===== src/kfi_pkg.sv =====
`timescale 1ns / 1ps

package kfi_pkg;

	typedef enum logic [2:0] {
		PH_DISABLED  = 3'd0,
		PH_LOW       = 3'd1,
		PH_HIGH      = 3'd2,
		PH_WAITING   = 3'd3,
		PH_FAILED    = 3'd4,
		PH_CONNECTED = 3'd5
	} phase_t;

	typedef enum logic [2:0] {
		ACT_NONE = 3'd0,
		ACT_LOW  = 3'd1,
		ACT_HIGH = 3'd2,
		ACT_SEND = 3'd3,
		ACT_STOP = 3'd4
	} action_t;

	localparam logic [1:0] FN_START = 2'd0;
	localparam logic [1:0] FN_TICK  = 2'd1;
	localparam logic [1:0] FN_BYTE  = 2'd2;

	localparam logic [2:0] CFG_ENABLE   = 3'd0;
	localparam logic [2:0] CFG_ECHO_ON  = 3'd1;
	localparam logic [2:0] CFG_LOW_MS   = 3'd2;
	localparam logic [2:0] CFG_HIGH_MS  = 3'd3;
	localparam logic [2:0] CFG_LATE_MS  = 3'd4;
	localparam logic [2:0] CFG_RESP_MS  = 3'd5;

	localparam logic [7:0]  RST_LOW_MS  = 8'd25;
	localparam logic [7:0]  RST_HIGH_MS = 8'd25;
	localparam logic [7:0]  RST_LATE_MS = 8'd10;
	localparam logic [15:0] RST_RESP_MS = 16'd1000;

	localparam logic [2:0] MSG_LEN  = 3'd5;
	localparam logic [2:0] LAST_IDX = 3'd4;

	typedef struct packed {
		logic        enable;
		logic        echo_on;
		logic [7:0]  low_ms;
		logic [7:0]  high_ms;
		logic [7:0]  late_ms;
		logic [15:0] resp_ms;
	} cfg_t;

	typedef struct packed {
		action_t action;
		logic    accepted;
		phase_t  phase;
	} res_t;

	function automatic logic [7:0] echo_byte(input logic [2:0] idx);
		case (idx)
			3'd0: return 8'h81;
			3'd1: return 8'h13;
			3'd2: return 8'hF7;
			3'd3: return 8'h81;
			3'd4: return 8'h0C;
			default: return 8'h00;
		endcase
	endfunction

	function automatic logic [7:0] reply_byte(input logic [2:0] idx);
		case (idx)
			3'd0: return 8'h03;
			3'd1: return 8'hC1;
			3'd2: return 8'hD5;
			3'd3: return 8'h8F;
			3'd4: return 8'h28;
			default: return 8'h00;
		endcase
	endfunction

endpackage


===== src/kfi_cfg.sv =====
`timescale 1ns / 1ps

module kfi_cfg (
	input  logic         clk,
	input  logic         arst_n,
	input  logic         wr_en,
	input  logic [2:0]   wr_index,
	input  logic [15:0]  wr_data,
	output kfi_pkg::cfg_t cfg
);
	import kfi_pkg::*;

	cfg_t cfg_q;

	always_ff @(posedge clk or negedge arst_n) begin
		if (!arst_n) begin
			cfg_q.enable  <= 1'b0;
			cfg_q.echo_on <= 1'b0;
			cfg_q.low_ms  <= RST_LOW_MS;
			cfg_q.high_ms <= RST_HIGH_MS;
			cfg_q.late_ms <= RST_LATE_MS;
			cfg_q.resp_ms <= RST_RESP_MS;
		end else if (wr_en) begin
			case (wr_index)
				CFG_ENABLE:  cfg_q.enable  <= wr_data[0];
				CFG_ECHO_ON: cfg_q.echo_on <= wr_data[0];
				CFG_LOW_MS:  cfg_q.low_ms  <= wr_data[7:0];
				CFG_HIGH_MS: cfg_q.high_ms <= wr_data[7:0];
				CFG_LATE_MS: cfg_q.late_ms <= wr_data[7:0];
				CFG_RESP_MS: cfg_q.resp_ms <= wr_data;
				default: ;
			endcase
		end
	end

	assign cfg = cfg_q;

endmodule


===== src/kfi_core.sv =====
`timescale 1ns / 1ps

module kfi_core #(
	parameter int TIME_BITS = 40
) (
	input  logic                 clk,
	input  logic                 arst_n,
	input  logic                 step,
	input  logic [1:0]           func,
	input  logic [TIME_BITS-1:0] now,
	input  logic [7:0]           rx,
	input  kfi_pkg::cfg_t        cfg,
	output kfi_pkg::res_t        res
);
	import kfi_pkg::*;

	phase_t               phase_q, phase_d;
	logic [2:0]           echo_cnt_q, echo_cnt_d;
	logic [2:0]           reply_cnt_q, reply_cnt_d;
	logic                 echo_latch_q, echo_latch_d;
	logic [TIME_BITS-1:0] deadline_q, deadline_d;

	logic [15:0]          span;
	logic [TIME_BITS:0]   sum;
	logic [TIME_BITS-1:0] later_t;
	logic [TIME_BITS-1:0] diff;
	logic                 due, late, echo_phase, reply_phase, echo_ok, reply_ok;
	action_t              action;
	logic                 accepted;

	// one shared adder for every new deadline, saturating at the top of the time range
	always_comb begin
		if (func == FN_START)
			span = {8'd0, cfg.low_ms};
		else if (phase_q == PH_LOW)
			span = {8'd0, cfg.high_ms};
		else
			span = cfg.resp_ms;
	end

	assign sum     = {1'b0, now} + {{(TIME_BITS-15){1'b0}}, span};
	assign later_t = sum[TIME_BITS] ? {TIME_BITS{1'b1}} : sum[TIME_BITS-1:0];

	assign due         = now >= deadline_q;
	assign diff        = now - deadline_q;
	assign late        = diff > {{(TIME_BITS-8){1'b0}}, cfg.late_ms};
	assign echo_phase  = echo_latch_q && (echo_cnt_q < MSG_LEN);
	assign reply_phase = reply_cnt_q < MSG_LEN;
	assign echo_ok     = rx == echo_byte(echo_cnt_q);
	assign reply_ok    = rx == reply_byte(reply_cnt_q);

	// next state
	always_comb begin
		phase_d      = phase_q;
		echo_cnt_d   = echo_cnt_q;
		reply_cnt_d  = reply_cnt_q;
		echo_latch_d = echo_latch_q;
		deadline_d   = deadline_q;
		case (func)
			FN_START: begin
				echo_latch_d = cfg.echo_on;
				echo_cnt_d   = 3'd0;
				reply_cnt_d  = 3'd0;
				deadline_d   = later_t;
				phase_d      = cfg.enable ? PH_LOW : PH_DISABLED;
			end
			FN_TICK: begin
				if ((phase_q == PH_LOW || phase_q == PH_HIGH) && due) begin
					if (late) begin
						phase_d = PH_FAILED;
					end else if (phase_q == PH_LOW) begin
						phase_d    = PH_HIGH;
						deadline_d = later_t;
					end else begin
						phase_d    = PH_WAITING;
						deadline_d = later_t;
					end
				end else if (phase_q == PH_WAITING && due) begin
					phase_d = PH_FAILED;
				end
			end
			FN_BYTE: begin
				if (phase_q == PH_WAITING) begin
					if (due) begin
						phase_d = PH_FAILED;
					end else if (echo_phase) begin
						if (!echo_ok)
							phase_d = PH_FAILED;
						echo_cnt_d = echo_cnt_q + 3'd1;
					end else if (reply_phase) begin
						reply_cnt_d = reply_cnt_q + 3'd1;
						if (!reply_ok)
							phase_d = PH_FAILED;
						else if (reply_cnt_q == LAST_IDX)
							phase_d = PH_CONNECTED;
					end
				end
			end
			default: ;
		endcase
	end

	// outputs
	always_comb begin
		action   = ACT_NONE;
		accepted = 1'b0;
		case (func)
			FN_START: begin
				if (cfg.enable)
					action = ACT_LOW;
			end
			FN_TICK: begin
				if ((phase_q == PH_LOW || phase_q == PH_HIGH) && due) begin
					if (late)
						action = ACT_STOP;
					else if (phase_q == PH_LOW)
						action = ACT_HIGH;
					else
						action = ACT_SEND;
				end else if (phase_q == PH_WAITING && due) begin
					action = ACT_STOP;
				end
			end
			FN_BYTE: begin
				if (phase_q == PH_WAITING && !due) begin
					if (echo_phase)
						accepted = echo_ok;
					else if (reply_phase)
						accepted = reply_ok;
				end
			end
			default: ;
		endcase
	end

	always_ff @(posedge clk or negedge arst_n) begin
		if (!arst_n) begin
			phase_q      <= PH_DISABLED;
			echo_cnt_q   <= 3'd0;
			reply_cnt_q  <= 3'd0;
			echo_latch_q <= 1'b0;
			deadline_q   <= '0;
		end else if (step) begin
			phase_q      <= phase_d;
			echo_cnt_q   <= echo_cnt_d;
			reply_cnt_q  <= reply_cnt_d;
			echo_latch_q <= echo_latch_d;
			deadline_q   <= deadline_d;
		end
	end

	assign res.action   = action;
	assign res.accepted = accepted;
	assign res.phase    = phase_d;

endmodule


===== src/kline_fast_init_handshake.sv =====
`timescale 1ns / 1ps
// a taken word is held in the input register, and its result word then in the result register
// one word per cycle while out_stall is low; input register and result register stall together
// in_stall rises only while a result word is held and the input register is full
// reset (arst_n low): disabled phase, counters and deadline cleared, registers at defaults
// configuration writes always ready, applied at the next edge

module kline_fast_init_handshake #(
	parameter int TIME_BITS = 40
) (
	input  logic                 clk,
	input  logic                 arst_n,
	input  logic                 in_valid,
	output logic                 in_stall,
	input  logic [1:0]           func,
	input  logic [TIME_BITS-1:0] now_ms,
	input  logic [7:0]           rx_byte,
	output logic                 out_valid,
	input  logic                 out_stall,
	output logic [2:0]           line_action,
	output logic                 byte_accepted,
	output logic [2:0]           link_state,
	input  logic                 cfg_valid,
	output logic                 cfg_ready,
	input  logic [2:0]           cfg_index,
	input  logic [15:0]          cfg_data
);
	import kfi_pkg::*;

	logic                 valid_s1;
	logic [1:0]           func_s1;
	logic [TIME_BITS-1:0] now_s1;
	logic [7:0]           rx_s1;

	logic                 valid_s2;
	res_t                 res_s2;

	logic                 advance, load_s1, step;
	cfg_t                 cfg;
	res_t                 res;

	assign cfg_ready = 1'b1;
	assign advance   = !valid_s2 || !out_stall;
	assign in_stall  = valid_s1 && !advance;
	assign load_s1   = in_valid && !in_stall;
	assign step      = valid_s1 && advance;

	kfi_cfg u_cfg (
		.clk      (clk),
		.arst_n   (arst_n),
		.wr_en    (cfg_valid && cfg_ready),
		.wr_index (cfg_index),
		.wr_data  (cfg_data),
		.cfg      (cfg)
	);

	kfi_core #(
		.TIME_BITS (TIME_BITS)
	) u_core (
		.clk    (clk),
		.arst_n (arst_n),
		.step   (step),
		.func   (func_s1),
		.now    (now_s1),
		.rx     (rx_s1),
		.cfg    (cfg),
		.res    (res)
	);

	always_ff @(posedge clk or negedge arst_n) begin
		if (!arst_n) begin
			valid_s1 <= 1'b0;
			valid_s2 <= 1'b0;
		end else begin
			valid_s1 <= load_s1 || (valid_s1 && !advance);
			valid_s2 <= step || (valid_s2 && out_stall);
		end
	end

	always_ff @(posedge clk) begin
		if (load_s1) begin
			func_s1 <= func;
			now_s1  <= now_ms;
			rx_s1   <= rx_byte;
		end
		if (step)
			res_s2 <= res;
	end

	assign out_valid     = valid_s2;
	assign line_action   = res_s2.action;
	assign byte_accepted = res_s2.accepted;
	assign link_state    = res_s2.phase;

endmodule


===== config.mk =====
export PLATFORM = sky130hd
export DESIGN_NAME = kline_fast_init_handshake
export DESIGN_NICKNAME = d
export VERILOG_FILES = /design/src/kfi_pkg.sv /design/src/kfi_cfg.sv /design/src/kfi_core.sv /design/src/kline_fast_init_handshake.sv
export SDC_FILE = /design/constraint.sdc
export NUM_CORES = 1
export LEC_CHECK = 0
export ABC_AREA = 1
export BUFFER_PORTS_ARGS = -buffer_cell sky130_fd_sc_hd__buf_2
export CAP_MARGIN = 30
export CORE_ASPECT_RATIO = 2
export CORE_MARGIN = 8
export CORE_UTILIZATION = 35
export CTS_CLUSTER_SIZE = 8
export DETAILED_ROUTE_END_ITERATION = 7
export SLEW_MARGIN = 25
export SYNTH_ARGS = -nofsm -noshare
export SYNTH_HDL_FRONTEND = slang
export SYNTH_SLANG_ARGS = --single-unit

===== constraint.sdc =====
create_clock -name clk -period 4.05 [get_ports clk]
set_clock_uncertainty 0.15 [all_clocks]
set_input_delay 0.2025 -clock clk [delete_from_list [all_inputs] [get_ports clk]]
set_output_delay 0.2025 -clock clk [all_outputs]
set_load 0.1 [all_outputs]

# --- Word-level counts from Yosys, hierarchy flattened ---
# Index checks and enable logic that the tools add are counted.
totals:
  regBits: 151
  input_bits: 74
  out_inout_bits: 10
  word_cells: 124
op_classes:
  n_addsub: 4
  magnitude_cmp: 4
  eq_ne: 27
  n_mux: 35
  n_reduce_logical: 35
ops:
  columns: ["cell", "n"]
  rows:
  - ["40-bit 2-to-1 mux", 3]
  - ["40-bit case mux with 2 select lines", 1]
  - ["3-bit 2-to-1 mux", 19]
  - ["40-bit by 16-bit adder with 41-bit output", 1]
  - ["40-bit greater-or-equal comparator", 1]
  - ["40-bit by 8-bit > comparator with 1-bit output", 1]
  - ["8-bit case mux with 5 select lines", 1]
  - ["40-bit subtractor", 1]
  - ["16-bit 2-to-1 mux", 2]
  - ["8-bit case mux with 4 select lines", 1]
  - ["3-bit by 2-bit equality test with 1-bit output (second input constant)", 8]
  - ["3-bit case mux with 2 select lines", 3]
  - ["8-bit equality test", 2]
  - ["2-bit AND reduction", 8]
  - ["3-bit by 1-bit equality test with 1-bit output (second input constant)", 4]
  - ["3-bit equality test (second input constant)", 4]
  - ["3-bit logical NOT", 3]
  - ["3-bit case mux with 3 select lines", 1]
  - ["1-bit logical AND", 8]
  - ["2-bit by 1-bit != test with 1-bit output (second input constant)", 4]
  - ["3-bit by 1-bit adder with 3-bit output (second input constant)", 2]
  - ["3-bit less-than comparator (second input constant)", 2]
  - ["2-bit != test (second input constant)", 3]
  - ["6-bit AND reduction", 1]
  - ["10 further kinds", 21]

# --- Logic depth before layout (Yosys ltp) ---
logic_depth:
  depth_word: 9
  ltp_mapped: 30
  ltp_nobuf: 29

# --- Modules after synthesis ---
# Synthesis repeated with hierarchy kept, for this count alone.
unflattened:
  cells_unflattened: 1677
  hier_area_um2: 11710.0
by_module_without_submodules:
  columns: ["module", "instances", "cells_each", "area_each_um2", "seq_area_each_um2"]
  rows:
  - ["kfi_core", 1, 1412, 8209.1, 1251.2]
  - ["kline_fast_init_handshake", 1, 71, 1818.0, 1761.7]
  - ["kfi_cfg", 1, 194, 1682.9, 1068.5]

# --- Least setup slack after synthesis ---
# Ideal clock, no wire load.
synth_path:
  path_kind: "reg-to-reg"
  from: "register u_core.phase_q[0]"
  to: "register u_core.deadline_q[30]"
  setup_time_ps: 117
  arrival_ps: 3350
  slack_ps: 432
  stages_incl_launch_ff: 22
  synth_period_minus_slack_ps: 3618
  path_cell_list: "dfrtp_1 > inv_1 > nor2_1 > nand2_1 > inv_1 > clkbuf_1 > o21ai_0 > o21ai_0 > ha_1 > fa_1 > a31oi_1 > inv_1 > a21oi_1 > inv_1 > nand3_1 > nand2_1 > clkbuf_1 > inv_1 > buf_2 > o211ai_1 > nand2_1 > o21ai_2"
synth_between:
  elab_chain_len: 8
  elab_cells_between_ends: 13
synth_lines:
  columns: ["item", "line", "source"]
  rows:
  - ["start: declaration", "kfi_core.sv:17", "phase_t phase_q, phase_d;"]
  - ["start signal: assignment", "kfi_core.sv:144", "phase_q <= phase_d;"]
  - ["3-bit by 1-bit equality test with 1-bit output", "kfi_core.sv:35, kfi_core.sv:68", null]
  - ["16-bit 2-to-1 mux", "kfi_core.sv:35", "else if (phase_q == PH_LOW)"]
  - ["16-bit 2-to-1 mux", "kfi_core.sv:33", "if (func == FN_START)"]
  - ["40-bit by 16-bit adder with 41-bit output", "kfi_core.sv:41", "assign sum = {1'b0, now} + {{(TIME_BITS-15){1'b0}}, span};"]
  - ["40-bit 2-to-1 mux", "kfi_core.sv:42", "assign later_t = sum[TIME_BITS] ? {TIME_BITS{1'b1}} : sum[TIME_BITS-1:0];"]
  - ["40-bit 2-to-1 mux", "kfi_core.sv:69", "if (late) begin"]
  - ["40-bit 2-to-1 mux", "kfi_core.sv:68", "if ((phase_q == PH_LOW || phase_q == PH_HIGH) && due) begin"]
  - ["40-bit case mux with 2 select lines", "kfi_core.sv:59", "case (func)"]
  - ["end signal: assignment", "kfi_core.sv:148", "deadline_q <= deadline_d;"]
  - ["end: declaration", "kfi_core.sv:21", "logic [TIME_BITS-1:0] deadline_q, deadline_d;"]
# Parallel ways exist; a longest one is shown, timed or not. The select of a mux whose other input is x is not followed.
# A chain may end at the register's enable or synchronous reset.

# --- Worst setup path after layout ---
layout_path:
  from: "register u_core.phase_q[0]"
  to: "register u_core.deadline_q[15]"
# The elaborated chain is that of the path after synthesis.

==> results.py <==
metrics = {
    "yosys": {
        "async_flop_share_pct": 62.3,
        "synth_cell_types": 48,
        "syn_area_sq_um": 11800,
        "synth.avg_cell_area_sq_um": 6.91,
        "synth-seq-cells": 151,
        "ys_seq_area_share_pct": 34.6,
        "synth_edf_count": 57,
        "synthCells": 1707,
        "synth_ff_type": "dfrtp_1",
        "synth_nets": 1857,
        "ys_warn_count": 0,
    },
    "routing": {
        "dr_wl_met3_um": 1130,
        "dr_wl_met2_um": 23300,
        "avgViaCountPerCell": 4.94,
        "routedWlPerCell_um": 18.1,
        "dr.max_layer_used": "met4",
        "vias": 11766,
        "drc": 0,
        "drt_first_pass_iters": 5,
        "drt-total-wl_um": 43100,
        "ant_nets": 0,
        "wl_met1_um": 14800,
        "first_iter_violations": 775,
    },
    "pwr": {
        "power_frac_seq_pct": 25.2,
        "combPwrFrac_pct": 55.1,
        "irDropWorstVdd_uv": 347,
        "cellInternalPower_uw": 4570,
        "power.switching_uw": 3790,
        "p_clk_share_pct": 19.7,
        "leakage_uw": 0.00726,
        "switching_share_pct": 45.3,
        "power_density_nw_per_um2": 569,
    },
    "layout": {
        "nFillCells": 3405,
        "multi_input_area_sq_um": 6610,
        "design_area_sq_um": 14700,
        "drive_gt1_share_pct": 14.7,
        "layout_common_cells": "502 x nand2_1, 279 x inv_1, 158 x nor2_1",
        "final_util_pct": 44.0,
        "nets": 2081,
        "final_cells": 2380,
        "seqCellArea_sq_um": 4080,
        "final_common_cell": "nand2_1",
        "diodes": 0,
        "synthToLayoutAreaGrowth_pct": 24.4,
    },
    "setup_path": {
        "cp.required_ps": 4220,
        "crit_path_max_fanout": 6,
        "startpoint_type": "register",
        "endpoint_kind": "register",
        "path_class": "register to register",
        "arrival_ps": 3910,
    },
    "sta": {
        "slew_headroom_pct": 39.3,
        "tightest_slew_ps": 908,
        "worst_slack_ps": 309,
        "maxSlewViolCount": 0,
        "setup_tns_ps": 0,
        "hold_violations": 0,
        "min_period_over_period_pct": 92.4,
        "setup_viol": 0,
        "rsz0062_at_grt": "false",
        "layout_min_cycle_time_ps": 3740,
        "fmax_mhz": 267,
    },
    "global_route": {
        "grt_pass1_vias": 11551,
        "grt_overflow_total": 0,
        "grt_pass1_wl_um": 63900,
        "antenna_found_initial": 0,
        "globalRouteTotalUtil_pct": 21.0,
        "grt_max_degree": 72,
    },
    "clock_tree": {
        "tritoncts": "built",
        "clockRootBuffer": "clkbuf_16",
        "path_clk_slew_ps": 60,
        "clk_latency_ps": 440,
        "cts.sink_count": 151,
        "cts_buffers": 17,
        "htreeDepth": 4,
        "cts.path.max_buffers": 2,
    },
    "hold_path": {
        "hp-class": "primary input to register",
    },
    "placement": {
        "dp.cells": 2267,
        "dpl.hpwl_um": 35400,
        "placed_cell_area_sq_um": 13100,
        "pre_cts_ws_ps": 88.0,
        "place.gp.congestion": 0.960,
        "io_buffers": 82,
    },
    "floorplanning": {
        "io_pins": 84,
        "core-area_sq_um": 33400,
        "start_util_pct": 35.3,
        "dieWidth_um": 146,
        "rows": 95,
        "dieHeight_um": 276,
        "die-area_sq_um": 40200,
    },
    "flow_run": {
        "drv_cap": 0,
    },
    "run_status": {
        "run_status": "completed",
    },
}
[cell families after synthesis]
kind of cell | synth area share, %
other | 0.0318
AOI/OAI and AO/OA | 13.0
adders and majority gates | 8.19
muxes | 0.763
and+or+nand+nor | 30.2
xor gates and xnor gates | 2.82
DFF | 34.6
buffers and inverters | 10.4
[routing by layer]
layer	global-route usage, %	vias to the layer above
met1	19.4	5388
met4	17.9	0
met2	40.4	299
li1	-	5946
met3	2.45	133
met5	0	-
[per-stage QoR]
stage	total power (uW)	hold WS [ps]
after floorplan	4980	-243
after global placement	6470	221
after detailed placement	6500	231
after CTS	8240	4.39
after global routing	8990	12.3
final	8360	15.6
[sequential cells by signal, summed over array words and instances (netlist names)]
name and count:
link_state 3, now_s1 40, u_core.deadline_q 40, u_cfg.cfg 42, u_core.echo_cnt_q 3, func_s1 2, out_valid 1, u_core.echo_latch_q 1
byte_accepted 1, valid_s1 1, rx_s1 8, u_core.phase_q 3, u_core.reply_cnt_q 3, line_action 3
[final timing paths]
path,startpoint,endpoint,slack [ps],cells after the start
min reg2reg,u_core.deadline_q[35],u_core.deadline_q[35],340,2
min,cfg_data[7],u_cfg.cfg[31],20,3
max reg2reg,u_core.phase_q[0],u_core.deadline_q[15],310,19
max in group asynchronous,arst_n,u_core.deadline_q[22],3080,3
min in group asynchronous,arst_n,u_core.echo_cnt_q[0],30,2
max,u_core.phase_q[0],u_core.deadline_q[15],310,19
[layout make-up]
| type | count | share of cell area (%) |
|---|---|---|
| clock buffers | 18 | 3.07 |
| clock inverters | 14 | 1.08 |
| inverters | 283 | 7.31 |
| multi-input cells | 1251 | 45.0 |
| flip-flops and latches | 151 | 27.8 |
| well taps | 436 | 3.72 |
| repair buffers | 226 | 11.9 |
| repair inverters | 1 | 0.0511 |
[what timing repair did]
item                                   CTS  global route
endpoints found under the hold margin  138             0
buffers inserted                         0             6
gates resized for setup                  0            33
hold buffers                            71             0
setup endpoints to repair                0            47
[Yosys cell counts, types with 7 or more instances]
cell      number  area (sq um)
nand2_1      505          1900
inv_1        282          1060
nor2_1       161           604
o21ai_0      127           636
a21oi_1       89           445
dfrtp_1       80          2000
ha_1          74           926
nand3_1       74           370
edfxtp_1      57          1710
nand4_1       26           163
xor2_1        24           210
nor3_1        21           105
o21ai_2       19           166
o21ai_1       15          75.1
dfstp_2       14           368
xnor2_1       14           123
nand2_2       13          81.3
nand3b_1      12          90.1
nor4_1        12          75.1
clkbuf_1      11          41.3
mux2_2         8          90.1
nor2_2         7          43.8
o21bai_1       7          52.6
or2_2          7          43.8
[power groups by stage]
stage,Combinational [uW],Sequential [uW],Clock (uW)
2_1_floorplan,2850,2130,0
3_3_place_gp,4340,2130,0
3_5_place_dp,4370,2130,0
4_1_cts,4460,2100,1680
5_1_grt,5130,2130,1730
6_report,4610,2100,1650
[critical path, cell delays in order, from the launching register on]
cell,delay [ps]
dfrtp_1,430
inv_1,120
nor2_1,60
nand2_2,160
clkinvlp_4,220
o21ai_0,210
o21ai_0,100
buf_4,140
ha_1,430
nand2_1,130
nor2_1,220
a21oi_1,120
o21ai_0,260
nand3_1,130
nand2_1,130
a21oi_2,70
buf_4,150
xnor2_1,160
o21ai_0,150
o21ai_0,90
(Power assumes the default switching activity.)
